<file path="src/sv/usg_pkg.sv">
// shared types and constants for the utf8 / ansi character segmenter
package usg_pkg;

  localparam int unsigned MaxEscBytes = 8;
  localparam int unsigned MaxBytes    = 8;

  localparam logic [7:0] EscByte   = 8'h1b;
  localparam logic [7:0] LowerA    = 8'h61;
  localparam logic [7:0] LowerZ    = 8'h7a;
  localparam logic [23:0] KanaLow  = 24'hefbdb1;
  localparam logic [23:0] KanaHigh = 24'hefbe9f;

  localparam logic [1:0] WidthEsc    = 2'd0;
  localparam logic [1:0] WidthNarrow = 2'd1;
  localparam logic [1:0] WidthWide   = 2'd2;

  typedef struct packed {
    logic [63:0] accum;
    logic [3:0]  taken;
    logic [2:0]  expected;
    logic        in_esc;
    logic        mid_char;
  } usg_state_t;

  typedef struct packed {
    logic        valid;
    logic [63:0] value;
    logic [3:0]  size;
    logic [1:0]  width;
  } usg_result_t;

  // utf8 length from the lead byte, invalid leads count as one
  function automatic logic [2:0] lead_length(input logic [7:0] b);
    logic [2:0] len;
    if (b[7] == 1'b0) begin
      len = 3'd1;
    end else if (b[7:5] == 3'b110) begin
      len = 3'd2;
    end else if (b[7:4] == 4'b1110) begin
      len = 3'd3;
    end else if (b[7:3] == 5'b11110) begin
      len = 3'd4;
    end else begin
      len = 3'd1;
    end
    return len;
  endfunction

endpackage

</file>
<file path="src/sv/usg_step.sv">
// next-state and result logic for one input byte
module usg_step (
  input  usg_pkg::usg_state_t  state_i,
  input  logic [7:0]           byte_i,
  input  logic                 raw_mode_i,
  output usg_pkg::usg_state_t  state_o,
  output usg_pkg::usg_result_t res_o
);
  import usg_pkg::*;

  logic [63:0] accum_ins;
  logic [3:0]  taken_inc;
  logic [2:0]  lead_len;
  logic [23:0] be_word;
  logic        is_lower;
  logic        done;

  always_comb begin
    accum_ins = state_i.accum;
    taken_inc = state_i.taken;
    if (state_i.taken < 4'(MaxBytes)) begin
      for (int i = 0; i < 8; i++) begin
        if (state_i.taken[2:0] == 3'(i)) begin
          accum_ins[8*i +: 8] = byte_i;
        end
      end
      taken_inc = state_i.taken + 4'd1;
    end
  end

  assign lead_len = lead_length(byte_i);
  assign be_word  = {accum_ins[7:0], accum_ins[15:8], accum_ins[23:16]};
  assign is_lower = byte_i inside {[LowerA:LowerZ]};

  always_comb begin
    state_o     = state_i;
    res_o.valid = 1'b0;
    res_o.value = accum_ins;
    res_o.size  = taken_inc;
    res_o.width = WidthWide;
    done        = 1'b0;

    if (!state_i.mid_char) begin
      res_o.value = {56'd0, byte_i};
      res_o.size  = 4'd1;
      res_o.width = WidthNarrow;
      if (byte_i != 8'd0) begin
        state_o.accum    = {56'd0, byte_i};
        state_o.taken    = 4'd1;
        state_o.expected = 3'd0;
        if (!raw_mode_i && byte_i == EscByte) begin
          state_o.in_esc   = 1'b1;
          state_o.mid_char = 1'b1;
        end else if (lead_len == 3'd1) begin
          res_o.valid = 1'b1;
          state_o     = '0;
        end else begin
          state_o.expected = lead_len;
          state_o.in_esc   = 1'b0;
          state_o.mid_char = 1'b1;
        end
      end
    end else begin
      state_o.accum = accum_ins;
      state_o.taken = taken_inc;
      if (state_i.in_esc) begin
        // escape ends on a lowercase letter or at the length cap
        done        = is_lower || (taken_inc >= 4'(MaxEscBytes));
        res_o.width = WidthEsc;
      end else begin
        done = taken_inc >= {1'b0, state_i.expected};
        if (taken_inc == 4'd3 && be_word >= KanaLow && be_word <= KanaHigh) begin
          res_o.width = WidthNarrow;
        end else begin
          res_o.width = WidthWide;
        end
      end
      if (done) begin
        res_o.valid = 1'b1;
        state_o     = '0;
      end
    end
  end

endmodule

</file>
<file path="src/sv/utf8_ansi_char_segmenter_core.sv">
// top level of the utf8 / ansi character segmenter
//
// takes one byte per request on the input channel and groups bytes into
// display characters; each finished character leaves as one request on the
// output channel with its packed bytes, byte count and display width
// an escape sequence (esc while raw mode is off) runs to a lowercase letter
// or eight bytes and has width 0; a nul byte at a character start is dropped
// a byte is accepted in every cycle that input is not stalled; the byte that
// completes a character shows on the output in the cycle after it is accepted
// the per-byte work is a single pass of compare and byte-insert logic
// between the state registers and the output register
// while the receiver stalls a full output register, input is stalled too;
// if the output register is empty or being taken, input flows freely
// reset clears raw mode, the pending character and the output valid
// raw mode is to be written through cfg_we_i / cfg_wdata_i by the user only
// while the block is idle, unchecked here; it is sampled at each lead byte
module utf8_ansi_char_segmenter_core (
  input  logic        clk_i,
  input  logic        rst_ni,
  input  logic        cfg_we_i,
  input  logic        cfg_wdata_i,
  input  logic        in_valid_i,
  output logic        in_stall_o,
  input  logic [7:0]  in_byte_i,
  output logic        out_valid_o,
  input  logic        out_stall_i,
  output logic [63:0] char_value_o,
  output logic [3:0]  char_size_o,
  output logic [1:0]  char_width_o
);
  import usg_pkg::*;

  logic        raw_mode_q;
  usg_state_t  state_q, state_d;
  usg_result_t res;
  logic        in_accept;
  logic        out_valid_q, out_valid_d;
  logic [63:0] value_q;
  logic [3:0]  size_q;
  logic [1:0]  width_q;

  usg_step u_step (
    .state_i    (state_q),
    .byte_i     (in_byte_i),
    .raw_mode_i (raw_mode_q),
    .state_o    (state_d),
    .res_o      (res)
  );

  assign in_stall_o = out_valid_q && out_stall_i;
  assign in_accept  = in_valid_i && !in_stall_o;

  always_comb begin
    out_valid_d = out_valid_q && out_stall_i;
    if (in_accept && res.valid) begin
      out_valid_d = 1'b1;
    end
  end

  always_ff @(posedge clk_i or negedge rst_ni) begin
    if (!rst_ni) begin
      raw_mode_q  <= 1'b0;
      state_q     <= '0;
      out_valid_q <= 1'b0;
    end else begin
      if (cfg_we_i) begin
        raw_mode_q <= cfg_wdata_i;
      end
      if (in_accept) begin
        state_q <= state_d;
      end
      out_valid_q <= out_valid_d;
    end
  end

  always_ff @(posedge clk_i) begin
    if (in_accept && res.valid) begin
      value_q <= res.value;
      size_q  <= res.size;
      width_q <= res.width;
    end
  end

  assign out_valid_o  = out_valid_q;
  assign char_value_o = value_q;
  assign char_size_o  = size_q;
  assign char_width_o = width_q;

endmodule
</file>
<file path="config.mk">
export PLATFORM = sky130hd
export DESIGN_NAME = utf8_ansi_char_segmenter_core
export DESIGN_NICKNAME = d
export VERILOG_FILES = /design/src/sv/usg_pkg.sv /design/src/sv/usg_step.sv /design/src/sv/utf8_ansi_char_segmenter_core.sv
export SDC_FILE = /design/constraint.sdc
export NUM_CORES = 1
export LEC_CHECK = 0
export BUFFER_PORTS_ARGS = -buffer_cell sky130_fd_sc_hd__buf_2
export CAP_MARGIN = 10
export CORE_ASPECT_RATIO = 0.7
export CORE_MARGIN = 1.5
export CORE_UTILIZATION = 55
export CTS_BUF_LIST = sky130_fd_sc_hd__clkbuf_16
export DETAILED_ROUTE_END_ITERATION = 10
export PLACE_DENSITY = 0.78
export SLEW_MARGIN = 5
export SYNTH_ARGS = -nofsm -noshare
export SYNTH_HDL_FRONTEND = slang
export SYNTH_SLANG_ARGS = --single-unit
</file>
<file path="constraint.sdc">
create_clock -name clk_i -period 10.6 [get_ports clk_i]
set_input_delay 1.59 -clock clk_i [delete_from_list [all_inputs] [get_ports clk_i]]
set_output_delay 1.59 -clock clk_i [all_outputs]
set_load 0.05 [all_outputs]
</file>
## Word-level counts from Yosys, hierarchy flattened

Cells that the tools add are included.
W data, S select, Z words.

- Output and inout bits: 72
- Bits in registers: 145
- Input port bits: 14

- Add/subtract/negate cells: 1
- $lt $le $gt $ge: 7
- Bitwise operators: 1
- Equal/unequal tests: 14
- Mux-type cells: 32
- Reductions and logical operators: 16

Operators with widths:

| operator | number |
|---|---|
| $mux W73 | 3 |
| $mux W64 | 1 |
| $mux W8 | 8 |
| $ge A24 B24 Y1 const B | 1 |
| $le A24 B24 Y1 const B | 1 |
| $mux W12 | 2 |
| $eq A3 B3 Y1 const B | 5 |
| $mux W15 | 1 |
| $mux W3 | 4 |
| $mux W1 | 9 |
| $eq A8 B5 Y1 const B | 1 |
| $ge A8 B7 Y1 const B | 1 |
| $le A8 B7 Y1 const B | 1 |
| $reduce_bool A8 Y1 | 1 |
| $logic_and A1 B1 Y1 | 7 |
| $eq A3 B1 Y1 const B | 2 |
| $eq A3 B2 Y1 const B | 2 |
| $eq A5 B5 Y1 const B | 1 |
| $mux W5 | 1 |
| $add A4 B1 Y4 const B | 1 |
| $eq A4 B2 Y1 const B | 1 |
| $eq A4 B4 Y1 const B | 1 |
| $ge A4 B3 Y1 | 1 |
| $ge A4 B4 Y1 const B | 1 |
| 12 further kinds | 14 |

## Longest topological paths before layout

- Depth after elaboration: 12
- Gate-level depth with buffers: 11
- Gate-level depth less buffers: 10

## Hierarchy

A second synthesis with hierarchy kept.

- Cells, all modules: 591
- Area, all modules: 7617.3 sq um

By module, submodules not included:

| module | area an instance (sq um) | cells an instance | times used |
|---|---|---|---|
| utf8_ansi_char_segmenter_core | 5275.1 | 232 | 1 |
| usg_step | 2342.2 | 359 | 1 |

## Worst setup path before layout

OpenSTA, ideal clock, no wires.

- Path kind: input -> register
- Start point: input in_byte_i[6]
- End point: register size_q[0], in the netlist char_size_o[0] (enable)
- Slack: 4.518 ns
- Data required time: 10.101 ns
- Stages: 6
- Library setup time: 0.499 ns
- Arrival time: 5.584 ns
- Cell sequence: clkbuf_1 or3_1 nor2_1 a21oi_1 o21ai_2 nor2_1

- Longest elaborated chain between the ends: 11

RTL lines:

| what | line | text |
|---|---|---|
| start: declaration | utf8_ansi_char_segmenter_core.sv:24 | `input logic [7:0] in_byte_i,` |
| $eq A5 B5 Y1 | usg_pkg.sv:41 | `end else if (b[7:3] == 5'b11110) begin` |
| $mux W3 | usg_pkg.sv:41 |  |
| $mux W3 | usg_pkg.sv:39 | `end else if (b[7:4] == 4'b1110) begin` |
| $mux W3 | usg_pkg.sv:37 | `end else if (b[7:5] == 3'b110) begin` |
| $mux W3 | usg_pkg.sv:35 | `if (b[7] == 1'b0) begin` |
| $eq A3 B1 Y1 | usg_step.sv:54 | `end else if (lead_len == 3'd1) begin` |
| $mux W1 | usg_step.sv:54 |  |
| $mux W1 | usg_step.sv:51 | `if (!raw_mode_i && byte_i == EscByte) begin` |
| $mux W1 | usg_step.sv:47 | `if (byte_i != 8'd0) begin` |
| $mux W1 (*) | usg_step.sv:43 | `if (!state_i.mid_char) begin` |
| $logic_and A1 B1 Y1 (*) | utf8_ansi_char_segmenter_core.sv:77 | `if (in_accept && res.valid) begin` |
| end signal: assignment | utf8_ansi_char_segmenter_core.sv:79 | `size_q <= res.size;` |
| end: declaration | utf8_ansi_char_segmenter_core.sv:39 | `logic [3:0] size_q;` |

Every way passes the cells marked *; elsewhere a longest branch is shown, timed or not. The select of a mux whose other input is x is not followed.
A chain may end at the register's enable or synchronous reset.

## Worst setup path in the final report

- Start point: input in_byte_i[3]
- End point: register value_q[37], in the netlist char_value_o[37] (enable)

- Longest elaborated chain between the ends: 11

RTL lines:

| what | line | text |
|---|---|---|
| $eq A5 B5 Y1 | usg_pkg.sv:41 |  |
| $mux W3 | usg_pkg.sv:41 |  |
| $mux W3 | usg_pkg.sv:39 |  |
| $mux W3 | usg_pkg.sv:37 |  |
| $mux W3 | usg_pkg.sv:35 |  |
| $eq A3 B1 Y1 | usg_step.sv:54 |  |
| $mux W1 | usg_step.sv:54 |  |
| $mux W1 | usg_step.sv:51 |  |
| $mux W1 | usg_step.sv:47 |  |
| $mux W1 (*) | usg_step.sv:43 |  |
| $logic_and A1 B1 Y1 (*) | utf8_ansi_char_segmenter_core.sv:77 |  |
| end signal: assignment | utf8_ansi_char_segmenter_core.sv:78 | `value_q <= res.value;` |
| end: declaration | utf8_ansi_char_segmenter_core.sv:38 | `logic [63:0] value_q;` |

Marked as above.

==> flow_summary.json <==
{
  "grt_max_degree": 104,
  "syn_area_per_cell_um2": 11.8,
  "grt_usage": 0.253,
  "post_synth_num_cell_types": 53,
  "yosysWarnings": 0,
  "setup_violations": 0,
  "diodes": 0,
  "hpwl_mm": 9.18,
  "combinationalPowerShare": 0.311,
  "syn_area_mm2": 0.00659,
  "synth-seq-area-share": 0.604,
  "p_int_w": 0.00113,
  "ir_drop_uv": 147,
  "drc": 0,
  "synthCells": 557,
  "areaGrowthSynthToFinish_pct": 15.5,
  "antenna_found_initial": 0,
  "yosys.area.top_type": "edfxtp_1",
  "worst_setup_path_start_kind": "input pin",
  "placed_cells": 758,
  "fp.dieH_um": 94.6,
  "place_congestion": 0.888,
  "drive_gt1_frac": 0.227,
  "worstPathArrival_ns": 4.37,
  "vias_per_cell": 6.20,
  "cts_root_buffer": "clkbuf_16",
  "clock_latency_ns": 0.42,
  "netlist_top_cells_area": "edfxtp_1 (32%), dfrtp_1 (28%), mux2i_1 (6.4%)",
  "ys_async_sr_fraction": 0.517,
  "cts_tree": "done",
  "drt-initial-drc-count": 536,
  "rsz0062_at_grt": "no",
  "hold_class": "reg2reg",
  "outcome": "completed",
  "crit_path_end_kind": "flip-flop",
  "cts_inserted_buffers": 17,
  "clock-sinks": 145,
  "required_ns": 10.64,
  "die_x_um": 134,
  "ctsHoldBuffers": 0,
  "coreArea_mm2": 0.0117,
  "via_count": 4898,
  "fmax_mhz": 231,
  "power_leakage_nw": 3.37,
  "yosys_register_bits": 145,
  "syn-num-nets": 580,
  "crit_chain": "buf_2, or4_1, nor2_2, a311o_2, nand2_2, o21ai_2, nor2_4, buf_4",
  "cts_buffer_depth": 2,
  "fillCellCount": 888,
  "gr-total-overflow": 0,
  "post_drt_wl_per_cell_um": 19.2,
  "ios": 86,
  "power_w": 0.00186,
  "grt_pass1_wl_mm": 24.1,
  "drtAntennaViolNets": 0,
  "synth_enable_flop_cells": 70,
  "p_switching_w": 0.000729,
  "grt_pass1_vias": 4582,
  "finalSetupTns_ns": 0,
  "nNetsFinal": 643,
  "portBuffers": 85,
  "crit_path_max_fanout": 70,
  "fin_cells": 790,
  "cp_slowest_cell": "nand2_2",
  "num_rows": 33,
  "power.density_mw_per_mm2": 245,
  "maxCapViolations": 0,
  "tightest_slew_ns": 1.01,
  "seqPwrFrac": 0.386,
  "h-tree-depth": 4,
  "slew_viol_final": 0,
  "crit_type": "in2reg",
  "finalHoldViolations": 0,
  "cp_slowest_stage_delay_ns": 0.67,
  "synth_top_area_share": 0.319,
  "slew_headroom": 0.325,
  "clk_pin_slew_ns": 0.06,
  "first_pass_iters": 5,
  "post_cts_buffers": 0,
  "post_cts_resized": 0,
  "initial_core_util": 0.564,
  "finalCritPeriodShare": 0.408,
  "period_needed_ns": 4.33,
  "wl_mm": 15.1,
  "ys.flop_type": "dfrtp_1",
  "die_area_mm2": 0.0127,
  "clkPwrFrac": 0.303,
  "switching_share": 0.391,
  "worst_clock_skew_ns": 0.0164
}
## critical path: cells and delay by family
kind / cells / cell delay [ns]
buffers and inverters: 2 / 1.01
AO/OA/AOI/OAI: 2 / 0.63
AND/OR/NAND/NOR: 4 / 1.08
## per-layer routing
metal / vias to the layer above / global-route usage / share of wire
met5: - / 0 / 0
met4: 0 / 0.112 / 0.019
met3: 32 / 0.0649 / 0.090
met2: 273 / 0.371 / 0.45
met1: 2387 / 0.357 / 0.45
li1: 2206 / - / -
## synth_stat cells, types with 2 or more instances
| library cell | count |
|---|---|
| mux2_2 | 10 |
| buf_2 | 6 |
| o22ai_1 | 2 |
| nor3b_2 | 2 |
| nand4_1 | 4 |
| a21oi_1 | 20 |
| o21ai_2 | 2 |
| nor2_1 | 54 |
| o21ai_1 | 3 |
| nand3_1 | 6 |
| mux2i_1 | 42 |
| nand2_1 | 83 |
| nor2_2 | 2 |
| dfrtp_1 | 75 |
| nor4_1 | 3 |
| a22o_1 | 23 |
| nor3b_1 | 2 |
| buf_6 | 2 |
| nor3_1 | 2 |
| inv_1 | 8 |
| clkbuf_1 | 36 |
| a21o_1 | 4 |
| ha_1 | 9 |
| and2_1 | 2 |
| nor2b_1 | 2 |
| o41ai_1 | 40 |
| a31oi_1 | 4 |
| or4_1 | 6 |
| o21ai_0 | 6 |
| edfxtp_1 | 70 |
| nand2b_1 | 4 |
| o31a_1 | 2 |
## path summary, 6_finish.rpt
kind	from	endpoint	slack [ns]	cells past startpoint
min in group asynchronous	rst_ni	state_q[0]$_DFFE_PN0P_	1.40	2
max reg2reg	state_q[5]$_DFFE_PN0P_	char_value_o[37]$_SDFFCE_PN0P_	6.32	11
min reg2reg	state_q[55]$_DFFE_PN0P_	state_q[55]$_DFFE_PN0P_	0.47	2
max in group asynchronous	rst_ni	state_q[39]$_DFFE_PN0P_	8.57	2
max	in_byte_i[3]	char_value_o[37]$_SDFFCE_PN0P_	6.27	8
min	state_q[55]$_DFFE_PN0P_	state_q[55]$_DFFE_PN0P_	0.47	2
## cells by family after synthesis
logic type | share of synthesized area
buf+inv | 0.0336
xor+xnor | 0.00133
mux | 0.0843
compound gates | 0.134
fa+ha+maj | 0.0171
flops | 0.604
simple gates | 0.126
## power by group through the flow
| stage | clock network, W | logic, W | registers (W) |
|---|---|---|---|
| after floorplan | 0 | 0.000276 | 0.000909 |
| after global placement | 0 | 0.000567 | 0.000726 |
| after detailed placement | 0 | 0.000575 | 0.000728 |
| after CTS | 0.000569 | 0.000578 | 0.000718 |
| after global routing | 0.000592 | 0.000616 | 0.000727 |
| final | 0.000565 | 0.000580 | 0.000719 |
## final cells by class
cell class                 count  area [um^2]  share of cell area
clock buffer                  17          425              0.0559
clock inverter                15          129              0.0169
inverter                       8         30.0             0.00394
multi-input combinational    359         2400               0.315
sequential                   145         3980               0.523
tap                          157          196              0.0258
timing repair buffer          89          455              0.0598
## sequential cells by signal (all words and copies together) (netlist names)
register	count
char_size_o	4
char_value_o	64
char_width_o	2
out_valid_o	1
raw_mode_q	1
state_q	73
## layout by cell type (no fill, tap or decap), types with 2 or more instances in the layout
master	count
or4_1	6
mux2i_1	42
inv_1	9
nor3b_2	2
nor4_1	3
nand4_1	4
nor3b_1	2
a31oi_1	4
nor3_1	2
dfrtp_1	75
nand2b_1	4
nand3_1	6
a21o_1	3
o22ai_1	2
a22o_1	23
clkinv_2	5
mux2_2	10
and2_1	2
edfxtp_1	70
o21ai_0	6
o31a_1	2
bufinv_16	2
clkbuf_16	17
o21ai_2	2
nand2_1	83
buf_4	4
clkinv_4	2
nor2b_1	2
o21ai_1	3
ha_1	9
clkinv_1	3
nor2_2	2
a21oi_1	20
buf_2	85
nor2_1	53
o41ai_1	40
## per-stage QoR
step | setup slack [ns] | util | area (um^2) | hold WS (ns)
detailed placement | 5.86 | 0.604 | 7060 | 0.461
global route | 6.03 | 0.652 | 7610 | 0.497
global placement | 5.97 | 0.604 | 7060 | 0.454
floorplan | 4.52 | - | 6590 | 0.443
CTS | 6.28 | 0.652 | 7610 | 0.475
finish | 6.27 | 0.652 | 7610 | 0.474
No activity file was read; power rests on OpenSTA's default activity.
